===== src/design/fir_filter_64_tap_macros.svh =====
// Assertion macros used by the FIR filter RTL.
`ifndef FIR_FILTER_64_TAP_MACROS_SVH
`define FIR_FILTER_64_TAP_MACROS_SVH

// Check that the consequent holds in the same cycle as the antecedent.
`define FIR_ASSERT_SAME(label, ante, cons) \
   label: assert property (@(posedge clock) disable iff (reset) (ante) |-> (cons)) \
      else $error("fir_filter_64_tap: same-cycle check failed");

// Check that the consequent holds in the cycle after the antecedent.
`define FIR_ASSERT_NEXT(label, ante, cons) \
   label: assert property (@(posedge clock) disable iff (reset) (ante) |=> (cons)) \
      else $error("fir_filter_64_tap: next-cycle check failed");

`endif


===== src/design/fir64_pkg.sv =====
// Shared constants, coefficient table and control types of the 64-tap FIR filter.
package fir64_pkg;

   localparam int TAPS     = 64;
   localparam int NCOEF    = 64;
   localparam int SAMPLE_W = 16;
   localparam int COEF_W   = $clog2(NCOEF);
   localparam int IDX_W    = $clog2(TAPS);
   localparam int FILL_W   = $clog2(TAPS + 1);
   localparam int WIDE_W   = IDX_W + COEF_W + 1;
   localparam int PROD_W   = 32;
   localparam int ACC_W    = 40;
   localparam int FRAC_W   = 15;

   // Q1.15 low-pass coefficients, tap 0 applies to the newest sample
   localparam logic signed [SAMPLE_W-1:0] COEF [NCOEF] = '{
         -16'sd6,    -16'sd37,   -16'sd24,    16'sd38,    16'sd70,     16'sd3,   -16'sd99,
        -16'sd87,     16'sd65,   16'sd173,    16'sd53,  -16'sd188,  -16'sd222,    16'sd67,
        16'sd344,    16'sd191,  -16'sd292,  -16'sd481,    -16'sd9,   16'sd615,   16'sd508,
       -16'sd393,   -16'sd990,  -16'sd288,  16'sd1113,  16'sd1345,  -16'sd465, -16'sd2512,
      -16'sd1600,   16'sd3424,  16'sd9739, 16'sd12616,  16'sd9739,  16'sd3424, -16'sd1600,
      -16'sd2512,   -16'sd465,  16'sd1345,  16'sd1113,  -16'sd288,  -16'sd990,  -16'sd393,
        16'sd508,    16'sd615,    -16'sd9,  -16'sd481,  -16'sd292,   16'sd191,   16'sd344,
         16'sd67,   -16'sd222,  -16'sd188,    16'sd53,   16'sd173,    16'sd65,   -16'sd87,
        -16'sd99,      16'sd3,    16'sd70,    16'sd38,   -16'sd24,   -16'sd37,    -16'sd6,
          16'sd0
   };

   // Control from the sequencer to the multiply-accumulate unit
   typedef struct packed {
      logic clear;
      logic en;
   } mac_ctl_type;

   // Coefficient of a tap; taps past the table have weight zero
   function automatic logic signed [SAMPLE_W-1:0] coef_at(input logic [IDX_W-1:0] idx);
      logic [WIDE_W-1:0] wide;
      wide = WIDE_W'(idx);
      if (wide < WIDE_W'(NCOEF)) begin
         return COEF[wide[COEF_W-1:0]];
      end
      return '0;
   endfunction

endpackage


===== src/design/fir64_cell.sv =====
// One cell of the sample ring: holds a sample and takes its neighbor's value on enable.
module fir64_cell
   import fir64_pkg::*;
(
   input  logic                       clock,
   input  logic                       reset,
   input  logic                       en,
   input  logic signed [SAMPLE_W-1:0] d_in,
   output logic signed [SAMPLE_W-1:0] q
);

   logic signed [SAMPLE_W-1:0] q_ff;
   logic signed [SAMPLE_W-1:0] q_in;

   // take the neighbor's sample when the ring moves
   always_comb begin
      q_in = en ? d_in : q_ff;
   end

   always_ff @(posedge clock) begin
      if (reset) begin
         q_ff <= '0;
      end else begin
         q_ff <= q_in;
      end
   end

   assign q = q_ff;

endmodule


===== src/design/fir64_mac.sv =====
// Multiply-accumulate unit at the ring tail, with rounding and saturation to Q1.15.
module fir64_mac
   import fir64_pkg::*;
(
   input  logic                       clock,
   input  logic                       reset,
   input  mac_ctl_type                ctl,
   input  logic signed [SAMPLE_W-1:0] tail,
   input  logic [IDX_W-1:0]           idx,
   output logic signed [SAMPLE_W-1:0] result
);

   localparam int SHR_W = ACC_W + 1 - FRAC_W;
   localparam logic signed [SHR_W-1:0] SAT_MAX = SHR_W'(32767);
   localparam logic signed [SHR_W-1:0] SAT_MIN = -SHR_W'(32768);

   logic signed [PROD_W-1:0] prod_ff;
   logic signed [PROD_W-1:0] prod_in;
   logic                     prod_vld_ff;
   logic signed [ACC_W-1:0]  acc_ff;
   logic signed [ACC_W-1:0]  acc_in;
   logic signed [ACC_W:0]    rnd;
   logic signed [SHR_W-1:0]  shr;

   // product stage, then accumulate stage
   always_comb begin
      prod_in = tail * coef_at(idx);
      if (ctl.clear) begin
         acc_in = '0;
      end else if (prod_vld_ff) begin
         acc_in = acc_ff + ACC_W'(prod_ff);
      end else begin
         acc_in = acc_ff;
      end
   end

   always_ff @(posedge clock) begin
      if (reset) begin
         prod_vld_ff <= 1'b0;
      end else begin
         prod_vld_ff <= ctl.en;
      end
      prod_ff <= prod_in;
      acc_ff  <= acc_in;
   end

   // round half up, drop fraction bits, clamp to 16 bits
   always_comb begin
      rnd = {acc_ff[ACC_W-1], acc_ff} + (ACC_W+1)'(16384);
      shr = rnd[ACC_W:FRAC_W];
      if (shr > SAT_MAX) begin
         result = SAT_MAX[SAMPLE_W-1:0];
      end else if (shr < SAT_MIN) begin
         result = SAT_MIN[SAMPLE_W-1:0];
      end else begin
         result = shr[SAMPLE_W-1:0];
      end
   end

endmodule


===== src/design/fir_filter_64_tap.sv =====
// Samples enter a ring of TAPS cells. A sample that arrives before the block has filled
// the window is stored and produces no output. Once TAPS samples of the block are held,
// an arriving sample makes the ring rotate once around past a single multiply-accumulate
// unit at its tail, then the product register drains, and then the sum is rounded,
// saturated and loaded into the result register while the sample is shifted in, after
// any wait for the result register to be taken. No new sample is accepted until this
// sequence is through. A sample flagged with tlast is stored, may still produce an
// output from the window before it, and then restarts the fill count. The result
// register lets the next sample be accepted while a result is still waiting.
module fir_filter_64_tap
   import fir64_pkg::*;
(
   input  logic        clock,
   input  logic        reset,
   input  logic        req_tvalid,
   output logic        req_tready,
   input  logic [15:0] req_tdata,  // [15:0] sample
   input  logic        req_tlast,  // last_in_block
   output logic        rsp_tvalid,
   input  logic        rsp_tready,
   output logic [15:0] rsp_tdata   // [15:0] filtered
);

   `include "fir_filter_64_tap_macros.svh"

   typedef enum logic [1:0] {
      ST_IDLE,
      ST_RUN,
      ST_FLUSH,
      ST_FINISH
   } state_type;

   state_type                  state_ff;
   state_type                  state_in;
   logic [IDX_W-1:0]           idx_ff;
   logic [IDX_W-1:0]           idx_in;
   logic [FILL_W-1:0]          fill_ff;
   logic [FILL_W-1:0]          fill_in;
   logic signed [SAMPLE_W-1:0] sample_ff;
   logic signed [SAMPLE_W-1:0] sample_in;
   logic                       last_ff;
   logic                       last_in;
   logic                       rsp_tvalid_ff;
   logic                       rsp_tvalid_in;
   logic [SAMPLE_W-1:0]        rsp_tdata_ff;
   logic [SAMPLE_W-1:0]        rsp_tdata_in;

   logic                       req_accept;
   logic                       fill_full;
   logic                       out_free;
   logic                       shift_en;
   logic                       rotate_en;
   logic                       store_last;
   logic signed [SAMPLE_W-1:0] shift_src;
   logic signed [SAMPLE_W-1:0] mac_result;
   mac_ctl_type                mac_ctl;
   logic signed [SAMPLE_W-1:0] ring_q [TAPS];
   logic signed [SAMPLE_W-1:0] ring_d [TAPS];

   assign req_tready = (state_ff == ST_IDLE);
   assign req_accept = req_tvalid && req_tready;
   assign fill_full  = (fill_ff == FILL_W'(TAPS));
   assign out_free   = !rsp_tvalid_ff || rsp_tready;

   // ring moves: shift a new sample in, or rotate during the sum
   assign rotate_en  = (state_ff == ST_RUN);
   assign shift_en   = (req_accept && !fill_full) || ((state_ff == ST_FINISH) && out_free);
   assign shift_src  = (state_ff == ST_IDLE) ? req_tdata : sample_ff;
   assign store_last = (state_ff == ST_IDLE) ? req_tlast : last_ff;

   generate
      for (genvar g = 0; g < TAPS; g++) begin : g_ring
         if (g == 0) begin : g_head
            assign ring_d[g] = shift_en ? shift_src : ring_q[TAPS-1];
         end else begin : g_body
            assign ring_d[g] = ring_q[g-1];
         end
         fir64_cell u_cell (
            .clock (clock),
            .reset (reset),
            .en    (shift_en || rotate_en),
            .d_in  (ring_d[g]),
            .q     (ring_q[g])
         );
      end
   endgenerate

   // accumulate over the ring tail while it rotates
   assign mac_ctl.clear = req_accept && fill_full;
   assign mac_ctl.en    = rotate_en;

   fir64_mac u_mac (
      .clock  (clock),
      .reset  (reset),
      .ctl    (mac_ctl),
      .tail   (ring_q[TAPS-1]),
      .idx    (idx_ff),
      .result (mac_result)
   );

   // sequencer next state
   always_comb begin
      state_in      = state_ff;
      idx_in        = idx_ff;
      fill_in       = fill_ff;
      sample_in     = sample_ff;
      last_in       = last_ff;
      rsp_tvalid_in = rsp_tvalid_ff && !rsp_tready;
      rsp_tdata_in  = rsp_tdata_ff;
      unique case (state_ff)
         ST_IDLE: begin
            if (req_accept) begin
               sample_in = req_tdata;
               last_in   = req_tlast;
               if (fill_full) begin
                  state_in = ST_RUN;
                  idx_in   = IDX_W'(TAPS - 1);
               end
            end
         end
         ST_RUN: begin
            idx_in = idx_ff - IDX_W'(1);
            if (idx_ff == '0) begin
               state_in = ST_FLUSH;
            end
         end
         ST_FLUSH: begin
            state_in = ST_FINISH;
         end
         ST_FINISH: begin
            if (out_free) begin
               rsp_tvalid_in = 1'b1;
               rsp_tdata_in  = mac_result;
               state_in      = ST_IDLE;
            end
         end
         default: begin
            state_in = ST_IDLE;
         end
      endcase
      // count stored samples of the block, restart after the last one
      if (shift_en) begin
         if (store_last) begin
            fill_in = '0;
         end else if (!fill_full) begin
            fill_in = fill_ff + FILL_W'(1);
         end
      end
   end

   always_ff @(posedge clock) begin
      if (reset) begin
         state_ff      <= ST_IDLE;
         fill_ff       <= '0;
         rsp_tvalid_ff <= 1'b0;
      end else begin
         state_ff      <= state_in;
         fill_ff       <= fill_in;
         rsp_tvalid_ff <= rsp_tvalid_in;
      end
      idx_ff       <= idx_in;
      sample_ff    <= sample_in;
      last_ff      <= last_in;
      rsp_tdata_ff <= rsp_tdata_in;
   end

   assign rsp_tvalid = rsp_tvalid_ff;
   assign rsp_tdata  = rsp_tdata_ff;

   // a full window starts the rotation
   `FIR_ASSERT_NEXT(a_full_starts_run, req_accept && fill_full, state_ff == ST_RUN)
   // the rotation ends after the tap at index zero
   `FIR_ASSERT_NEXT(a_run_ends, (state_ff == ST_RUN) && (idx_ff == '0), state_ff == ST_FLUSH)
   // a finished sum with a free result register is presented next cycle
   `FIR_ASSERT_NEXT(a_emit, (state_ff == ST_FINISH) && out_free, rsp_tvalid && !req_tready == 1'b0)
   // the fill count never passes the window length
   `FIR_ASSERT_SAME(a_fill_bound, shift_en || rotate_en, fill_ff <= FILL_W'(TAPS))

endmodule

===== config.mk =====
export PLATFORM = sky130hd
export DESIGN_NAME = fir_filter_64_tap
export DESIGN_NICKNAME = d
export VERILOG_FILES = /design/src/design/fir64_pkg.sv /design/src/design/fir64_cell.sv /design/src/design/fir64_mac.sv /design/src/design/fir_filter_64_tap.sv
export VERILOG_INCLUDE_DIRS = /design/src /design/src/design
export SDC_FILE = /design/constraint.sdc
export NUM_CORES = 2
export LEC_CHECK = 0
export BUFFER_PORTS_ARGS = -buffer_cell sky130_fd_sc_hd__clkbuf_2
export CORE_UTILIZATION = 45
export CTS_BUF_LIST = sky130_fd_sc_hd__clkbuf_8
export CTS_CLUSTER_SIZE = 10
export DETAILED_ROUTE_END_ITERATION = 6
export HOLD_SLACK_MARGIN = 0.06
export RECOVER_POWER = 25
export SYNTH_ARGS = -nofsm -noshare
export SYNTH_HDL_FRONTEND = slang
export SYNTH_HIERARCHICAL = 1
export SYNTH_SLANG_ARGS = --single-unit
export TNS_END_PERCENT = 30

===== constraint.sdc =====
create_clock -name clock -period 8 [get_ports clock]
set_input_delay 1.6 -clock clock [delete_from_list [all_inputs] [get_ports clock]]
set_output_delay 1.6 -clock clock [all_outputs]
set_load 0.02 [all_outputs]

==> insert_results.sql <==
INSERT INTO impl_metrics (metric_group, metric, value, unit) VALUES
('die', 'design.portCount', '39', ''),
('setup_path', 'cp_slowest_stage_delay', '0.56', 'ns'),
('placed_design', 'placement.cell_area', '0.05594', 'sq mm'),
('global_routing', 'gr-total-overflow', '0', ''),
('logic_synthesis', 'yosys_most_used_dff', 'sky130_fd_sc_hd__dfxtp_1', ''),
('detailed_routing', 'drt-total-wl', '98660', 'um'),
('pwr', 'internal-power', '9.377', 'mW'),
('die', 'die_area', '0.1246', 'sq mm'),
('logic_synthesis', 'synth.cell_area', '0.05544', 'sq mm'),
('logic_synthesis', 'post-synth-top-count-cell', 'sky130_fd_sc_hd__nor2_1', ''),
('cells_and_area', 'final_net_count', '5804', ''),
('pwr', 'power.combinational.fraction', '13.2', '%'),
('global_routing', 'grt_start_max_net_pins', '229', ''),
('clock_network', 'clk_root_buffer_cell', 'sky130_fd_sc_hd__clkbuf_8', ''),
('sta', 'maxSlewViolCount', '1060', ''),
('sta', 'worst_slew_pin_slew', '4.319', 'ns'),
('cells_and_area', 'postLayoutCellArea', '0.05976', 'sq mm'),
('global_routing', 'first_global_vias', '33420', ''),
('logic_synthesis', 'synthArstFlopShare', '0', '%'),
('cells_and_area', 'final_layout_size_suffix_gt1_share', '8.920', '%'),
('placed_design', 'dpl.hpwl', '64830', 'um'),
('setup_path', 'path_class', 'reg -> reg', ''),
('pwr', 'switching_power', '3.333', 'mW'),
('logic_synthesis', 'syn_inst', '5349', ''),
('logic_synthesis', 'number_of_flip_flops_and_latches_in_the_synthesized_netlist', '1146', ''),
('global_routing', 'number_of_antenna_violations_at_the_first_check_in_global_routing', '3', ''),
('logic_synthesis', 'ys_seq_area_share', '42.08', '%'),
('global_routing', 'overall_fraction_of_global_route_tracks_in_use', '15.77', '%'),
('pwr', 'switching_share', '26.23', '%'),
('logic_synthesis', 'synth.avg_cell_area', '10.37', 'sq um'),
('cells_and_area', 'utilization', '48.97', '%'),
('clock_network', 'worstSkewPairLatency', '0.87', 'ns'),
('clock_network', 'cts_hold_repair.buffers', '0', ''),
('detailed_routing', 'drt_iter0_markers', '1773', ''),
('sta', 'layout_worst_path_cycle_share', '96.15', '%'),
('sta', 'setup_violations', '0', ''),
('logic_synthesis', 'synth.lib_cells_used.distinct', '87', ''),
('min_path', 'hold_path_class', 'reg -> reg', ''),
('detailed_routing', 'dr_total_vias', '34720', ''),
('logic_synthesis', 'yosys.area.top_type_share', '39.97', '%'),
('clock_network', 'numCtsBuffers', '186', ''),
('sta', 'timing.final.crit_period', '7.692', 'ns'),
('cells_and_area', 'layoutNonFillerInstCount', '7155', ''),
('sta', 'finalHoldWorstSlack', '0.4737', 'ns'),
('run_status', 'violations', 'capacitance limit, slew limit', ''),
('clock_network', 'htree_num_levels', '4', ''),
('die', 'die_width', '353.0', 'um'),
('pwr', 'max-vdd-ir-drop', '0.1597', 'mV'),
('logic_synthesis', 'post-synth-top-area-cell', 'sky130_fd_sc_hd__dfxtp_1', ''),
('setup_path', 'worst-path-max-fanout', '14', ''),
('run_status', 'status', 'finished, violations left', ''),
('pwr', 'pwr-share-seq', '47.1', '%'),
('placed_design', 'gp_routability_congestion', '0.8557', ''),
('detailed_routing', 'wire_per_inst', '13.79', 'um'),
('run', 'cap_viol_max_count', '9', ''),
('pwr', 'pwr_density_cell', '212.7', 'mW/mm^2'),
('die', 'std_cell_rows', '128', ''),
('clock_network', 'cts_buffer_depth', '3', ''),
('die', 'die_height', '353.0', 'um'),
('logic_synthesis', 'synth_edf_count', '39', ''),
('sta', 'finalClockSkew', '0.03976', 'ns'),
('detailed_routing', 'post_drt_via_cell_ratio', '4.852', ''),
('clock_network', 'tritoncts_clock_tree', 'built', ''),
('detailed_routing', 'drc', '0', ''),
('logic_synthesis', 'postSynthNetCount', '5772', ''),
('setup_path', 'slowest_stage', 'sky130_fd_sc_hd__fa_1', ''),
('setup_path', 'worstPathArrival', '8.46', 'ns'),
('detailed_routing', 'drt_pre_antenna_iters', '5', ''),
('global_routing', 'grt_first_pass_wirelength', '165800', 'um'),
('cells_and_area', 'layout-area-overhead-vs-synth', '7.783', '%'),
('logic_synthesis', 'synth.cells.most_frequent', 'sky130_fd_sc_hd__nor2_1 (1131), sky130_fd_sc_hd__dfxtp_1 (1107), sky130_fd_sc_hd__mux2i_1 (1054), sky130_fd_sc_hd__inv_1 (340), sky130_fd_sc_hd__fa_1 (264)', '');
## metrics by stage
step	power (mW)	setup TNS (ns)	setup slack (ns)
3_3_place_gp	7.768	0	0.2250
3_5_place_dp	7.778	0	0.1529
6_report	12.71	0	0.3083
4_1_cts	12.94	0	0.09436
2_1_floorplan	7.778	0	0.005710
5_1_grt	13.37	-0.03286	-0.03286
## power groups by stage
stage	sequential, mW	clock, mW	combinational, mW
finish	5.98	5.06	1.67
global route	5.99	5.55	1.83
global placement	6.10	0	1.67
detailed placement	6.10	0	1.68
floorplan	6.05	0	1.73
CTS	5.98	5.29	1.68
## sequential cells by signal, summed over array words and instances, names as in the netlist
| register | cells |
|---|---|
| fill_ff | 7 |
| sample_ff | 16 |
| rsp_tdata | 16 |
| last_ff | 1 |
| idx_ff | 6 |
| u_mac/acc_ff | 40 |
| g_ring.u_cell/q | 1024 |
| u_mac/prod_vld_ff | 1 |
| u_mac/prod_ff | 32 |
| rsp_tvalid | 1 |
| state_ff | 2 |
## layer usage
layer | track usage (%) | share of wire (%) | wire, um | vias up
li1 | - | - | - | 17700
met1 | 21.84 | 50 | 49200 | 16400
met2 | 24.27 | 44 | 43450 | 436
met3 | 3.220 | 3.7 | 3663 | 177
met4 | 5.766 | 2.4 | 2355 | 0
met5 | 0 | 0 | 0 | -
## worst max-delay path: cells and delay by family, from the launching register on
family | cells | cell delay [ns]
AOI/OAI and AO/OA | 10 | 1.80
buffers and inverters | 8 | 0.91
muxes | 1 | 0.54
and+or+nand+nor | 2 | 0.33
adders and majority gates | 7 | 3.40
xor gates and xnor gates | 1 | 0.14
DFF | 1 | 0.46
## repair_timing
item	CTS	global route
hold endpoints to repair	0	0
setup endpoints to repair	0	10
gates resized for setup	0	21
setup buffers	0	10
## worst paths after layout
| check | start | end | slack, ns | depth (start not counted) |
|---|---|---|---|---|
| setup reg to reg | idx_ff[2] | u_mac/prod_ff[31] | 0.31 | 29 |
| hold / removal | g_ring[14].u_cell/q[13] | g_ring[15].u_cell/q[13] | 0.47 | 2 |
| setup / recovery | idx_ff[2] | u_mac/prod_ff[31] | 0.31 | 29 |
| hold reg to reg | g_ring[14].u_cell/q[13] | g_ring[15].u_cell/q[13] | 0.47 | 2 |
## layout make-up
class | count | area [sq um] | area share, %
antenna | 3 | 7.507 | 0.01256
multi-input combinational | 3530 | 27980 | 46.83
clock buffer | 238 | 3276 | 5.481
sequential | 1146 | 23330 | 39.05
timing repair buffer | 176 | 1274 | 2.131
tap | 1625 | 2033 | 3.402
clock inverter | 96 | 571.8 | 0.9568
inverter | 341 | 1280 | 2.142
## cells in the final DEF, fill, tap and decap left out, types with 8 or more instances in the layout
| cell type | count |
|---|---|
| sky130_fd_sc_hd__a211oi_1 | 15 |
| sky130_fd_sc_hd__a21o_1 | 43 |
| sky130_fd_sc_hd__a21oi_1 | 88 |
| sky130_fd_sc_hd__a31oi_1 | 16 |
| sky130_fd_sc_hd__and2_1 | 116 |
| sky130_fd_sc_hd__and3_1 | 16 |
| sky130_fd_sc_hd__buf_12 | 8 |
| sky130_fd_sc_hd__buf_4 | 119 |
| sky130_fd_sc_hd__clkbuf_1 | 35 |
| sky130_fd_sc_hd__clkbuf_2 | 11 |
| sky130_fd_sc_hd__clkbuf_8 | 238 |
| sky130_fd_sc_hd__clkinv_2 | 17 |
| sky130_fd_sc_hd__dfxtp_1 | 1106 |
| sky130_fd_sc_hd__edfxtp_1 | 39 |
| sky130_fd_sc_hd__fa_1 | 263 |
| sky130_fd_sc_hd__ha_1 | 137 |
| sky130_fd_sc_hd__inv_1 | 400 |
| sky130_fd_sc_hd__mux2_2 | 25 |
| sky130_fd_sc_hd__mux2_4 | 10 |
| sky130_fd_sc_hd__mux2i_1 | 1054 |
| sky130_fd_sc_hd__nand2_1 | 153 |
| sky130_fd_sc_hd__nand2b_1 | 40 |
| sky130_fd_sc_hd__nand3_1 | 29 |
| sky130_fd_sc_hd__nand3b_1 | 10 |
| sky130_fd_sc_hd__nand4_1 | 13 |
| sky130_fd_sc_hd__nor2_1 | 1129 |
| sky130_fd_sc_hd__nor2b_1 | 39 |
| sky130_fd_sc_hd__nor3_1 | 14 |
| sky130_fd_sc_hd__o211ai_1 | 9 |
| sky130_fd_sc_hd__o21a_1 | 13 |
| sky130_fd_sc_hd__o21ai_0 | 64 |
| sky130_fd_sc_hd__o21ai_1 | 14 |
| sky130_fd_sc_hd__o21bai_1 | 10 |
| sky130_fd_sc_hd__o22ai_1 | 9 |
| sky130_fd_sc_hd__o31ai_1 | 9 |
| sky130_fd_sc_hd__xnor2_1 | 65 |
| sky130_fd_sc_hd__xor2_1 | 30 |
## cell families (layout without fill, tap and decap cells)
family	Yosys count	after routing	synth area share, %
AND/OR/NAND/NOR	1601	1601	12.37
adder cells (fa/ha/maj)	403	403	12.66
XOR/XNOR	96	96	1.516
other	0	3	0
flip-flops	1146	1146	42.08
buffers and inverters	673	851	7.506
multiplexers	1092	1092	19.91
AO/OA/AOI/OAI	338	338	3.954
Power figures use the tool's default switching activity.
